### config.mk
export PLATFORM = sky130hd
export DESIGN_NAME = date_gap_and_deadline_weight_flat
export DESIGN_NICKNAME = d
export VERILOG_FILES = /design/src/design/dgdw_pkg.sv /design/src/design/dgdw_if.sv /design/src/design/dgdw_div_cell.sv /design/src/design/date_gap_and_deadline_weight.sv /design/src/flat_wrapper.sv
export SDC_FILE = /design/constraint.sdc
export NUM_CORES = 2
export LEC_CHECK = 0
export BUFFER_PORTS_ARGS = -buffer_cell sky130_fd_sc_hd__buf_2
export CORE_ASPECT_RATIO = 2
export CORE_MARGIN = 4
export CORE_UTILIZATION = 65
export DETAILED_ROUTE_END_ITERATION = 8
export HOLD_SLACK_MARGIN = 0.05
export MAX_ROUTING_LAYER = met4
export PLACE_DENSITY = 0.79
export SLEW_MARGIN = 15
export SYNTH_ARGS = -nofsm -noshare
export SYNTH_HDL_FRONTEND = slang
export SYNTH_SLANG_ARGS = --single-unit
### constraint.sdc
create_clock -name clk -period 97.5 [get_ports clk]
set_input_delay 19.5 -clock clk [delete_from_list [all_inputs] [get_ports clk]]
set_output_delay 19.5 -clock clk [all_outputs]
set_load 0.05 [all_outputs]
### src/design/dgdw_pkg.sv
// Shared types, constants and helpers for the date gap and deadline weight block.
package dgdw_pkg;

  localparam int unsigned YEAR_W   = 14;
  localparam int unsigned MONTH_W  = 4;
  localparam int unsigned DAY_W    = 5;
  localparam int unsigned IMP_W    = 8;
  localparam int unsigned COUNT_W  = 22;
  localparam int unsigned WEIGHT_W = 17;
  localparam int unsigned YY_W     = 15;
  localparam int unsigned DN_W     = 23;
  localparam int unsigned MD_W     = 9;
  localparam int unsigned Q_W      = 15;
  localparam int unsigned DIV_STEPS_DEF = Q_W;
  localparam logic [Q_W-1:0]     WEIGHT_NUM = 15'd25600;
  localparam logic [COUNT_W-1:0] COUNT_MAX  = 22'd4194303;
  localparam logic [YY_W-1:0]    YEAR_SHIFT = 15'd400;
  localparam logic [MONTH_W-1:0] MONTH_FEB  = 4'd2;
  localparam logic [MONTH_W-1:0] MONTH_MAR  = 4'd3;
  localparam logic [MONTH_W-1:0] MONTH_DEC  = 4'd12;

  typedef struct packed {
    logic [COUNT_W-1:0] count;
    logic [IMP_W-1:0]   importance;
    logic               bad;
    logic [Q_W-1:0]     divisor;
    logic [Q_W-1:0]     rem;
    logic [Q_W-1:0]     quot;
  } div_beat_t;

  // floor(y/100) for y below 16784
  function automatic logic [7:0] div100(input logic [YY_W-1:0] y);
    logic [YY_W+13-1:0] p;
    p = y * 13'd5243;
    return p[26:19];
  endfunction

  function automatic logic is_leap(input logic [YEAR_W-1:0] y);
    logic [7:0]      q;
    logic [YY_W-1:0] r;
    q = div100({1'b0, y});
    r = {1'b0, y} - YY_W'(q) * 15'd100;
    return (y[1:0] == 2'b00 && r != '0) || (r == '0 && q[1:0] == 2'b00);
  endfunction

  function automatic logic [4:0] month_len(input logic [MONTH_W-1:0] m, input logic leap);
    case (m)
      4'd1, 4'd3, 4'd5, 4'd7, 4'd8, 4'd10, 4'd12: return 5'd31;
      4'd4, 4'd6, 4'd9, 4'd11:                    return 5'd30;
      4'd2:                                       return leap ? 5'd29 : 5'd28;
      default:                                    return 5'd0;
    endcase
  endfunction

  // days before the month on a March-based year
  function automatic logic [MD_W-1:0] month_offset(input logic [MONTH_W-1:0] m);
    case (m)
      4'd3:    return 9'd0;
      4'd4:    return 9'd31;
      4'd5:    return 9'd61;
      4'd6:    return 9'd92;
      4'd7:    return 9'd122;
      4'd8:    return 9'd153;
      4'd9:    return 9'd184;
      4'd10:   return 9'd214;
      4'd11:   return 9'd245;
      4'd12:   return 9'd275;
      4'd1:    return 9'd306;
      4'd2:    return 9'd337;
      default: return 9'd0;
    endcase
  endfunction

endpackage

### src/design/dgdw_if.sv
// Channel interfaces for the date pair input and the result output.
interface dgdw_in_if
  import dgdw_pkg::*;
();
  logic               valid;
  logic               ready;
  logic [YEAR_W-1:0]  start_year;
  logic [MONTH_W-1:0] start_month;
  logic [DAY_W-1:0]   start_day;
  logic [YEAR_W-1:0]  end_year;
  logic [MONTH_W-1:0] end_month;
  logic [DAY_W-1:0]   end_day;
  logic [IMP_W-1:0]   importance;
  modport source (output valid, start_year, start_month, start_day, end_year, end_month,
                  end_day, importance, input ready);
  modport sink (input valid, start_year, start_month, start_day, end_year, end_month,
                end_day, importance, output ready);
endinterface

interface dgdw_out_if
  import dgdw_pkg::*;
();
  logic                valid;
  logic                ready;
  logic [COUNT_W-1:0]  day_count;
  logic [WEIGHT_W-1:0] weight_q8;
  logic                bad_date;
  modport source (output valid, day_count, weight_q8, bad_date, input ready);
  modport sink (input valid, day_count, weight_q8, bad_date, output ready);
endinterface

### src/design/dgdw_div_cell.sv
// One restoring-division cell: settles one quotient bit of 25600/count.
module dgdw_div_cell
  import dgdw_pkg::*;
#(
  parameter int unsigned STEP = 0
) (
  input  logic      clk,
  input  logic      rst_n,
  input  logic      en,
  input  logic      valid_in,
  input  div_beat_t beat_in,
  output logic      valid_out,
  output div_beat_t beat_out
);

  logic      valid_r;
  div_beat_t beat_r, beat_nxt;
  logic [Q_W:0] sh;

  always_comb begin
    beat_nxt = beat_in;
    sh = {beat_in.rem, WEIGHT_NUM[Q_W-1-STEP]};
    if (sh >= {1'b0, beat_in.divisor}) begin
      beat_nxt.rem  = Q_W'(sh - {1'b0, beat_in.divisor});
      beat_nxt.quot = {beat_in.quot[Q_W-2:0], 1'b1};
    end else begin
      beat_nxt.rem  = sh[Q_W-1:0];
      beat_nxt.quot = {beat_in.quot[Q_W-2:0], 1'b0};
    end
  end

  always_ff @(posedge clk) begin
    if (!rst_n) begin
      valid_r <= 1'b0;
    end else if (en) begin
      valid_r <= valid_in;
    end
  end

  always_ff @(posedge clk) begin
    if (en) begin
      beat_r <= beat_nxt;
    end
  end

  assign valid_out = valid_r;
  assign beat_out  = beat_r;

endmodule

### src/design/date_gap_and_deadline_weight.sv
// Top level: day count between two Gregorian dates and 9.8 deadline weight.
// Takes one date pair per clock while the pipeline advances, returns one result per
// pair, in order: the input stages form and subtract the day numbers, a chain of
// 15 division cells settles one bit each of 25600/count, and one output register
// holds the beat. The whole pipeline advances whenever the output register is empty
// or being taken, so throughput is one beat per cycle while the sink keeps up.
module date_gap_and_deadline_weight
  import dgdw_pkg::*;
(
  input logic      clk,
  input logic      rst_n,
  dgdw_in_if.sink    in_ch,
  dgdw_out_if.source out_ch
);

  localparam int unsigned DIV_STEPS = DIV_STEPS_DEF;

  logic en;
  logic out_valid_r;
  logic [COUNT_W-1:0]  out_count_r;
  logic [WEIGHT_W-1:0] out_weight_r;
  logic                out_bad_r;

  assign en          = !out_valid_r || out_ch.ready;
  assign in_ch.ready = en;

  // stage 1: validity, shifted years, month offsets
  logic s1_valid_r;
  logic s1_bad_r, s1_bad_nxt;
  logic [YY_W-1:0] s1_ya_r, s1_ya_nxt, s1_yb_r, s1_yb_nxt;
  logic [MD_W-1:0] s1_ma_r, s1_ma_nxt, s1_mb_r, s1_mb_nxt;
  logic [IMP_W-1:0] s1_imp_r;
  logic ok_a, ok_b;

  always_comb begin
    ok_a = in_ch.start_month != '0 && in_ch.start_month <= MONTH_DEC &&
           in_ch.start_day != '0 &&
           in_ch.start_day <= month_len(in_ch.start_month, is_leap(in_ch.start_year));
    ok_b = in_ch.end_month != '0 && in_ch.end_month <= MONTH_DEC &&
           in_ch.end_day != '0 &&
           in_ch.end_day <= month_len(in_ch.end_month, is_leap(in_ch.end_year));
    s1_bad_nxt = !(ok_a && ok_b);
    s1_ya_nxt = {1'b0, in_ch.start_year} + YEAR_SHIFT
              - YY_W'(in_ch.start_month < MONTH_MAR);
    s1_yb_nxt = {1'b0, in_ch.end_year} + YEAR_SHIFT
              - YY_W'(in_ch.end_month < MONTH_MAR);
    s1_ma_nxt = month_offset(in_ch.start_month) + MD_W'(in_ch.start_day);
    s1_mb_nxt = month_offset(in_ch.end_month) + MD_W'(in_ch.end_day);
  end

  // stage 2: day numbers
  logic s2_valid_r, s2_bad_r;
  logic [DN_W-1:0] s2_a_r, s2_a_nxt, s2_b_r, s2_b_nxt;
  logic [IMP_W-1:0] s2_imp_r;
  logic [7:0] qa, qb;

  always_comb begin
    qa = div100(s1_ya_r);
    qb = div100(s1_yb_r);
    s2_a_nxt = DN_W'(s1_ya_r) * 23'd365 + DN_W'(s1_ya_r >> 2) - DN_W'(qa)
             + DN_W'(qa >> 2) + DN_W'(s1_ma_r);
    s2_b_nxt = DN_W'(s1_yb_r) * 23'd365 + DN_W'(s1_yb_r >> 2) - DN_W'(qb)
             + DN_W'(qb >> 2) + DN_W'(s1_mb_r);
  end

  // stage 3: difference, saturate, divisor clamp
  logic s3_valid_r;
  div_beat_t s3_r, s3_nxt;
  logic [DN_W-1:0] diff;

  always_comb begin
    diff = (s2_b_r > s2_a_r) ? s2_b_r - s2_a_r : '0;
    s3_nxt.bad        = s2_bad_r;
    s3_nxt.importance = s2_imp_r;
    if (s2_bad_r) begin
      s3_nxt.count = '0;
    end else if (diff > DN_W'(COUNT_MAX)) begin
      s3_nxt.count = COUNT_MAX;
    end else begin
      s3_nxt.count = diff[COUNT_W-1:0];
    end
    s3_nxt.divisor = (s3_nxt.count[COUNT_W-1:Q_W] != '0) ? '1 : s3_nxt.count[Q_W-1:0];
    s3_nxt.rem  = '0;
    s3_nxt.quot = '0;
  end

  always_ff @(posedge clk) begin
    if (!rst_n) begin
      s1_valid_r <= 1'b0;
      s2_valid_r <= 1'b0;
      s3_valid_r <= 1'b0;
    end else if (en) begin
      s1_valid_r <= in_ch.valid;
      s2_valid_r <= s1_valid_r;
      s3_valid_r <= s2_valid_r;
    end
  end

  always_ff @(posedge clk) begin
    if (en) begin
      s1_bad_r <= s1_bad_nxt;
      s1_ya_r  <= s1_ya_nxt;
      s1_yb_r  <= s1_yb_nxt;
      s1_ma_r  <= s1_ma_nxt;
      s1_mb_r  <= s1_mb_nxt;
      s1_imp_r <= in_ch.importance;
      s2_bad_r <= s1_bad_r;
      s2_a_r   <= s2_a_nxt;
      s2_b_r   <= s2_b_nxt;
      s2_imp_r <= s1_imp_r;
      s3_r     <= s3_nxt;
    end
  end

  // divider chain
  logic      cv [DIV_STEPS+1];
  div_beat_t cb [DIV_STEPS+1];

  assign cv[0] = s3_valid_r;
  assign cb[0] = s3_r;

  for (genvar i = 0; i < DIV_STEPS; i++) begin : g_cell
    dgdw_div_cell #(.STEP(i)) u_cell (
      .clk      (clk),
      .rst_n    (rst_n),
      .en       (en),
      .valid_in (cv[i]),
      .beat_in  (cb[i]),
      .valid_out(cv[i+1]),
      .beat_out (cb[i+1])
    );
  end

  // output register
  div_beat_t fin;
  logic [WEIGHT_W-1:0] weight_nxt;

  always_comb begin
    fin = cb[DIV_STEPS];
    if (fin.bad) begin
      weight_nxt = '0;
    end else if (fin.count == '0) begin
      weight_nxt = {1'b0, fin.importance, 8'd0};
    end else begin
      weight_nxt = {1'b0, fin.importance, 8'd0} + WEIGHT_W'(fin.quot);
    end
  end

  always_ff @(posedge clk) begin
    if (!rst_n) begin
      out_valid_r <= 1'b0;
    end else if (en) begin
      out_valid_r <= cv[DIV_STEPS];
    end
  end

  always_ff @(posedge clk) begin
    if (en) begin
      out_count_r  <= fin.count;
      out_weight_r <= weight_nxt;
      out_bad_r    <= fin.bad;
    end
  end

  assign out_ch.valid     = out_valid_r;
  assign out_ch.day_count = out_count_r;
  assign out_ch.weight_q8 = out_weight_r;
  assign out_ch.bad_date  = out_bad_r;

  a_bad_zero: assert property (@(posedge clk) disable iff (!rst_n)
    out_valid_r && out_bad_r |-> out_count_r == '0 && out_weight_r == '0)
    else $error("bad date with nonzero result");

  a_zero_count: assert property (@(posedge clk) disable iff (!rst_n)
    out_valid_r && !out_bad_r && out_count_r == '0 |-> out_weight_r[7:0] == '0)
    else $error("fraction bits set with zero count");

  a_large_count: assert property (@(posedge clk) disable iff (!rst_n)
    out_valid_r && !out_bad_r && out_count_r > COUNT_W'(WEIGHT_NUM)
    |-> out_weight_r[7:0] == '0)
    else $error("nonzero quotient for count above numerator");

endmodule
### src/flat_wrapper.sv
// flat-port wrapper written by rule: the top's interface ports become plain ports
module date_gap_and_deadline_weight_flat import dgdw_pkg::*;
  (clk, rst_n, in_ch_valid, in_ch_start_year, in_ch_start_month, in_ch_start_day, in_ch_end_year, in_ch_end_month, in_ch_end_day, in_ch_importance, in_ch_ready, out_ch_valid, out_ch_day_count, out_ch_weight_q8, out_ch_bad_date, out_ch_ready);
  dgdw_in_if in_ch_i ();
  dgdw_out_if out_ch_i ();
  input logic clk;
  input logic rst_n;
  input wire logic [$bits(in_ch_i.valid)-1:0] in_ch_valid;
  input wire logic [$bits(in_ch_i.start_year)-1:0] in_ch_start_year;
  input wire logic [$bits(in_ch_i.start_month)-1:0] in_ch_start_month;
  input wire logic [$bits(in_ch_i.start_day)-1:0] in_ch_start_day;
  input wire logic [$bits(in_ch_i.end_year)-1:0] in_ch_end_year;
  input wire logic [$bits(in_ch_i.end_month)-1:0] in_ch_end_month;
  input wire logic [$bits(in_ch_i.end_day)-1:0] in_ch_end_day;
  input wire logic [$bits(in_ch_i.importance)-1:0] in_ch_importance;
  output wire logic [$bits(in_ch_i.ready)-1:0] in_ch_ready;
  output wire logic [$bits(out_ch_i.valid)-1:0] out_ch_valid;
  output wire logic [$bits(out_ch_i.day_count)-1:0] out_ch_day_count;
  output wire logic [$bits(out_ch_i.weight_q8)-1:0] out_ch_weight_q8;
  output wire logic [$bits(out_ch_i.bad_date)-1:0] out_ch_bad_date;
  input wire logic [$bits(out_ch_i.ready)-1:0] out_ch_ready;
  assign in_ch_i.valid = in_ch_valid;
  assign in_ch_i.start_year = in_ch_start_year;
  assign in_ch_i.start_month = in_ch_start_month;
  assign in_ch_i.start_day = in_ch_start_day;
  assign in_ch_i.end_year = in_ch_end_year;
  assign in_ch_i.end_month = in_ch_end_month;
  assign in_ch_i.end_day = in_ch_end_day;
  assign in_ch_i.importance = in_ch_importance;
  assign in_ch_ready = in_ch_i.ready;
  assign out_ch_valid = out_ch_i.valid;
  assign out_ch_day_count = out_ch_i.day_count;
  assign out_ch_weight_q8 = out_ch_i.weight_q8;
  assign out_ch_bad_date = out_ch_i.bad_date;
  assign out_ch_i.ready = out_ch_ready;
  date_gap_and_deadline_weight u_core (.clk(clk), .rst_n(rst_n), .in_ch(in_ch_i), .out_ch(out_ch_i));
endmodule
# After elaboration in Yosys (flattened, before gate mapping)
# Memories as Yosys holds them, arrays and structs flattened.
# Cells that the tools add are included.
dict set report totals {
  regBits 1300
  mem_bits_ro 288
  input_bits 58
  output_inout_bits 42
  elab_cells 286
  memories 2
}
dict set report op_classes {
  add_sub_neg 32
  multipliers 8
  order_cmp 23
  n_eq_ne 24
  muxes 23
  reduce_logical 35
}
# memory depth width read_ports rd_clocked_by_memory_dff wr line_no
set mem_list {}
lappend mem_list {{(name not given)} 16 9 1 0 0 dgdw_pkg.sv:57} ;# case (m)
lappend mem_list {{(name not given)} 16 9 1 0 0 dgdw_pkg.sv:57}
# cell count
set ops {}
lappend ops {{$mux W30} 13}
lappend ops {{$ge A16 B15 Y1} 14}
lappend ops {{$sub A15 B15 Y15} 13}
lappend ops {{$mul A14 B13 Y27 const B} 2}
lappend ops {{$mul A15 B13 Y27 const B} 2}
lappend ops {{$add A23 B13 Y23} 2}
lappend ops {{$add A23 B6 Y23} 2}
lappend ops {{$add A23 B9 Y23} 2}
lappend ops {{$mul A15 B9 Y23 const B} 2}
lappend ops {{$sub A23 B8 Y23} 2}
lappend ops {{$mux W22} 2}
lappend ops {{$eq A4 B4 Y1 const B} 10}
lappend ops {{$eq A4 B3 Y1 const B} 8}
lappend ops {{$add A14 B9 Y15 const B} 2}
lappend ops {{$logic_not A15 Y1} 2}
lappend ops {{$pmux W5 S3} 2}
lappend ops {{$reduce_bool A15 Y1} 2}
lappend ops {{$sub A14 B15 Y15} 2}
lappend ops {{$sub A15 B1 Y15} 2}
lappend ops {{$mul A8 B5 Y13 const B} 2}
lappend ops {{$gt A23 B22 Y1 const B} 1}
lappend ops {{$gt A23 B23 Y1} 1}
lappend ops {{$mux W23} 1}
lappend ops {{$sub A23 B23 Y23} 1}
lappend ops {{22 further kinds} 53}

# Logic depth before layout (Yosys ltp)
dict set report depth {
  depth_word 12
  ltp_mapped 47
  mapped_depth_nobuf 47
}

# Cells and area by module
# A second synthesis with hierarchy kept.
dict set report hier_totals {
  hier_cells 6348
  area_unflattened_um2 84187.0
}
# mod n_inst cells_each area_each_um2 seq_area_each_um2
set modules_own_cells {}
lappend modules_own_cells {{dgdw_div_cell at u_core.g_cell[10].u_cell ...} 12 209 3370.7 2302.2}
lappend modules_own_cells {date_gap_and_deadline_weight 1 3213 33704.8 6025.8}
lappend modules_own_cells {{dgdw_div_cell at u_core.g_cell[0].u_cell ...} 3 209 3344.5 2302.2}

# Least setup slack after synthesis
# No wires, ideal clock.
dict set report synth_path {
  kind {in2out}
  start {in out_ch_ready}
  end {out in_ch_ready}
  arrival_time_ps 52554
  t_required_ps 78000
  path_slack_ps 25446
  stages 3
  path_buffers 1
  path_cell_list {nor2b_1 -> clkinv_1 -> clkbuf_1}
}
dict set report synth_via {
  elab_chain_cells 1
}
# element line_no
set synth_rtl {}
lappend synth_rtl {{from (decl)} flat_wrapper.sv:21} ;# input wire logic [$bits(out_ch_i.ready)-1:0] out_ch_ready;
lappend synth_rtl {{$logic_or A1 B1 Y1} date_gap_and_deadline_weight.sv:24} ;# assign en = !out_valid_r || out_ch.ready;
lappend synth_rtl {{to (decl)} flat_wrapper.sv:16} ;# output wire logic [$bits(in_ch_i.ready)-1:0] in_ch_ready;
# Every way passes these cells.

# Worst setup path after layout
# Ends and elaborated chain as after synthesis.

==> parameters.txt <==
Parameter                              Value

Clock network
  Clock-pin slew reported for the worst setup and hold paths after clock tree synthesis    ~0.07 ns
  Source-to-sink clock delay at the later pin of the worst-skew pair    0.73 ns
  CTS tree    yes
  Buffer type at the clock tree root    sky130_fd_sc_hd__clkbuf_16
  Number of cells upsized or downsized after cts    0
  Setup fix buffers added after clock tree synthesis    0
  Clock buffers created by TritonCTS    98
  Maximum count of clock buffers along a single path    3
  CTS HTree Levels    3
  Number of hold buffers added after CTS    0
  TritonCTS Sinks    1222

Global route
  First-pass GRT wire length    about 250000 µm
  Number of global-route vias before repair    49100
  Maximum number of pins on one net before global-route repair    between 150 and 200
  Total overflow reported by the global router    0
  Number of antenna violations at the first check in global routing    2
  Met2 Use GR    approximately half
  Total global-route track usage    26.9%
  Routing layer with the top usage in global route    met2
  Met3 GRT Util    3.16%
  Global-route met1 utilization    21.1%

Detailed routing
  Total Routed Length    158000 µm
  Total DRC errors in the routed layout    0
  First drt pass iteration count    7
  Vias    44200
  Count of routing violations after the opening detailed-route iteration    2029
  Per-cell routed wire length    20.4 µm
  Vias per std cell    between 5 and 6
  Antenna-violating nets left    0

Critical path
  Arrival @ worst endpoint    approximately 21 ns
  Startpoint types    primary input
  Cell family contributing the most delay on the critical path    buffers and inverters
  Register-to-register setup slack    roughly 85 ns
  Dominant cell type by count on the critical path    sky130_fd_sc_hd__buf_2
  Cell with the largest stage delay on the worst path    sky130_fd_sc_hd__inv_8
  Worst R2R Start    u_core.s1_ya_r[5]
  Crit Path Class    primary input to output pin
  Ordered cell list for the critical path    buf_2 -> nor2b_1 -> buf_4 -> inv_8 -> buf_2
  Buffer and inverter count on the worst path    4
  Critical path peak fanout    95
  Kind of end point of the critical path    output pin
  Stage delay of the slowest cell on the critical path    0.45 ns
  Register-to-Register Path Depth    39
  Required time at the worst-slack endpoint    roughly 80 ns
  Capturing point of the worst reg2reg path    u_core.s2_a_r[22]

Timing
  Final hold violation count    0
  Final Cycle Share    approximately 41%
  Post-route worst setup slack    57.22 ns
  Clk_skew    0.0637 ns
  Transition time at the pin with the least slew margin    about 1.1 ns
  Slew margin rel.    28.3%
  Maximum clock frequency    0.0248 GHz
  Setup repair after global routing missed its margin    no
  Number of setup violations in the final report    0
  Final number of max-transition violations    0
  Post-layout min period    about 40 ns
  Final setup TNS    0 ns

Synth
  Post-synthesis compound-gate area fraction    ~6.6%
  Post-synthesis instance total    just under 6000
  Simple logic cell fraction of the synthesized area    approximately 6%
  Post-synthesis register bit count    1222
  Total number of yosys warnings    0
  Xor and xnor fraction of the mapped netlist area    between 2 and 3%
  Top FF cell, synth    sky130_fd_sc_hd__edfxtp_1
  Avg Inst Size Synth    12.7 µm²
  Adder-cell share of the synthesized area    27.9%
  Summed instance area of the synthesized netlist    around 0.076 mm²
  Dominant combinational cell family by area after synthesis    adder cells
  Number of enable flip-flop cells after synthesis    about 1200
  Multiplexer area fraction after synthesis    2.71%
  Post-synthesis cell type count    81
  Share of the yosys chip area belonging to registers    48.1%
  Asr flop ratio synth    0%

Placed design
  Area post-placement    just under 0.08 mm²
  Routability cong.    about 0.95
  Detailed Place HPWL    124000 µm
  Worst slack at placement    57.21 ns
  Port Buffer Count    99

Layout
  Share of post-route cells with drive strength above 1    7.35%
  Final net count    approximately 7600
  Area Growth Syn to Fin    7.58%
  Number of inserted filler cells in the final layout    8110
  Total non-filler cell area in the finished layout    ~0.082 mm²
  Core occupancy in the finished layout    70.3%

Flow run
  Count of maximum capacitance violations    0

Floorplan
  Site Rows    177
  Area inside the core boundary    0.116 mm²
  Die Area    roughly 0.12 mm²
  Die X    250 µm
  Die H    491 µm
  Io pins    100
  Starting density of the core    about 65%

Worst hold path
  Min-Delay Endpoint    u_core.g_cell[1].u_cell.beat_out[57]
  Depth of the worst hold-timing path    0
  Hold Crit Class    flop to flop
  Launch instance of the worst min-delay path    u_core.g_cell[0].u_cell.beat_out[57]

Status
  Run status    finished clean
## stage by stage
| step | instances | hold slack, ns |
|---|---|---|
| 5_1_grt | 7751 | 0.392 |
| 3_5_place_dp | 7573 | 0.405 |
| 6_report | 7751 | 0.385 |
| 3_3_place_gp | 7573 | 0.400 |
| 2_1_floorplan | 5973 | 0.400 |
| 4_1_cts | 7750 | 0.374 |
## metal layers
layer	vias to the layer above	routed length [µm]
met5	-	0
met4	0	19000
met2	1036	89600
li1	20800	-
met1	21700	44800
met3	697	4400
## cells by family after synthesis
family | after synthesis
adders and majority gates | 1403
buffers and inverters | 1228
DFF | 1222
and+or+nand+nor | 918
AOI/OAI and AO/OA | 785
xor gates and xnor gates | 229
muxes | 182
other | 1
## synthesized netlist by cell type, drive strengths merged, types with 30 or more instances
cell / count / area, µm²
nand2b: 42 / 263
xor2: 81 / 709
nor2b: 79 / 494
nor3: 71 / 367
ha: 927 / 11600
inv: 1187 / 4460
o21a: 30 / 225
nand2: 222 / 833
nand3: 43 / 215
o21bai: 30 / 225
xnor2: 148 / 1300
a21o: 78 / 586
a21boi: 103 / 773
edfxtp: 1203 / 36100
mux2: 154 / 1730
nor2: 275 / 1060
nand4: 55 / 344
fa: 475 / 9510
a31oi: 31 / 194
o21ai: 198 / 1020
a21oi: 195 / 983
## placed cells by master (no fill, tap or decap), types with 12 or more instances in the layout
cell	instances
sky130_fd_sc_hd__a2111oi_0	13
sky130_fd_sc_hd__a21boi_0	98
sky130_fd_sc_hd__a21o_1	78
sky130_fd_sc_hd__a21oi_1	193
sky130_fd_sc_hd__a31oi_1	31
sky130_fd_sc_hd__and2_1	29
sky130_fd_sc_hd__and3_1	13
sky130_fd_sc_hd__buf_2	99
sky130_fd_sc_hd__buf_4	18
sky130_fd_sc_hd__bufinv_16	12
sky130_fd_sc_hd__clkbuf_1	13
sky130_fd_sc_hd__clkbuf_16	98
sky130_fd_sc_hd__clkinv_1	13
sky130_fd_sc_hd__clkinv_2	16
sky130_fd_sc_hd__dfxtp_1	19
sky130_fd_sc_hd__edfxtp_1	1203
sky130_fd_sc_hd__fa_1	475
sky130_fd_sc_hd__ha_1	927
sky130_fd_sc_hd__inv_1	1187
sky130_fd_sc_hd__mux2_2	154
sky130_fd_sc_hd__mux2i_1	25
sky130_fd_sc_hd__nand2_1	222
sky130_fd_sc_hd__nand2b_1	42
sky130_fd_sc_hd__nand3_1	43
sky130_fd_sc_hd__nand4_1	55
sky130_fd_sc_hd__nor2_1	271
sky130_fd_sc_hd__nor2b_1	79
sky130_fd_sc_hd__nor3_1	70
sky130_fd_sc_hd__nor4_1	26
sky130_fd_sc_hd__o211ai_1	14
sky130_fd_sc_hd__o21a_1	30
sky130_fd_sc_hd__o21ai_0	175
sky130_fd_sc_hd__o21ai_1	13
sky130_fd_sc_hd__o21bai_1	30
sky130_fd_sc_hd__or3_1	25
sky130_fd_sc_hd__xnor2_1	148
sky130_fd_sc_hd__xor2_1	81
## area by class of cell
type,count,area (µm²),area share (%)
Antenna cell,1,2.50,0.00307
Clock buffer,117,2560,3.14
Clock inverter,60,771,0.945
Inverter,1188,4470,5.48
Multi-Input combinational cell,3523,34700,42.5
Sequential cell,1222,36500,44.8
Tap cell,1521,1900,2.33
Timing Repair Buffer,119,662,0.811
## worst reg2reg max path: cells and delay by family, from the launching register on
| kind | cells | cell delay (ns) |
|---|---|---|
| xor+xnor | 1 | 0.16 |
| flops | 1 | 0.85 |
| buf+inv | 5 | 0.60 |
| compound gates | 20 | 5.59 |
| fa+ha+maj | 11 | 4.64 |
| simple gates | 2 | 0.19 |
## state kept, by name, summed over array words and instances (netlist names), 8 cells and up
signal                          flops
u_core.g_cell.u_cell.beat_out    1005
u_core.cb                          46
u_core.s2_a_r                      23
u_core.s2_b_r                      23
u_core.out_ch.day_count            22
u_core.out_ch.weight_q8            17
u_core.g_cell.u_cell.valid_out     15
u_core.s1_ya_r                     15
u_core.s1_yb_r                     15
u_core.s1_ma_r                      9
u_core.s1_mb_r                      9
u_core.s1_imp_r                     8
u_core.s2_imp_r                     8
## worst max path at each step
stage / from / depth (start not counted) / slack (ns) / end
floorplan: out_ch_ready / 3 / 25.45 / in_ch_ready
global placement: out_ch_ready / 5 / 57.23 / in_ch_ready
detailed placement: out_ch_ready / 5 / 57.21 / in_ch_ready
CTS: out_ch_ready / 5 / 57.21 / in_ch_ready
global route: out_ch_ready / 5 / 57.15 / in_ch_ready
finish: out_ch_ready / 5 / 57.22 / in_ch_ready
Power is not shown: default switching activity piles up to over one toggle a cycle in this logic, so the estimate is an artifact.
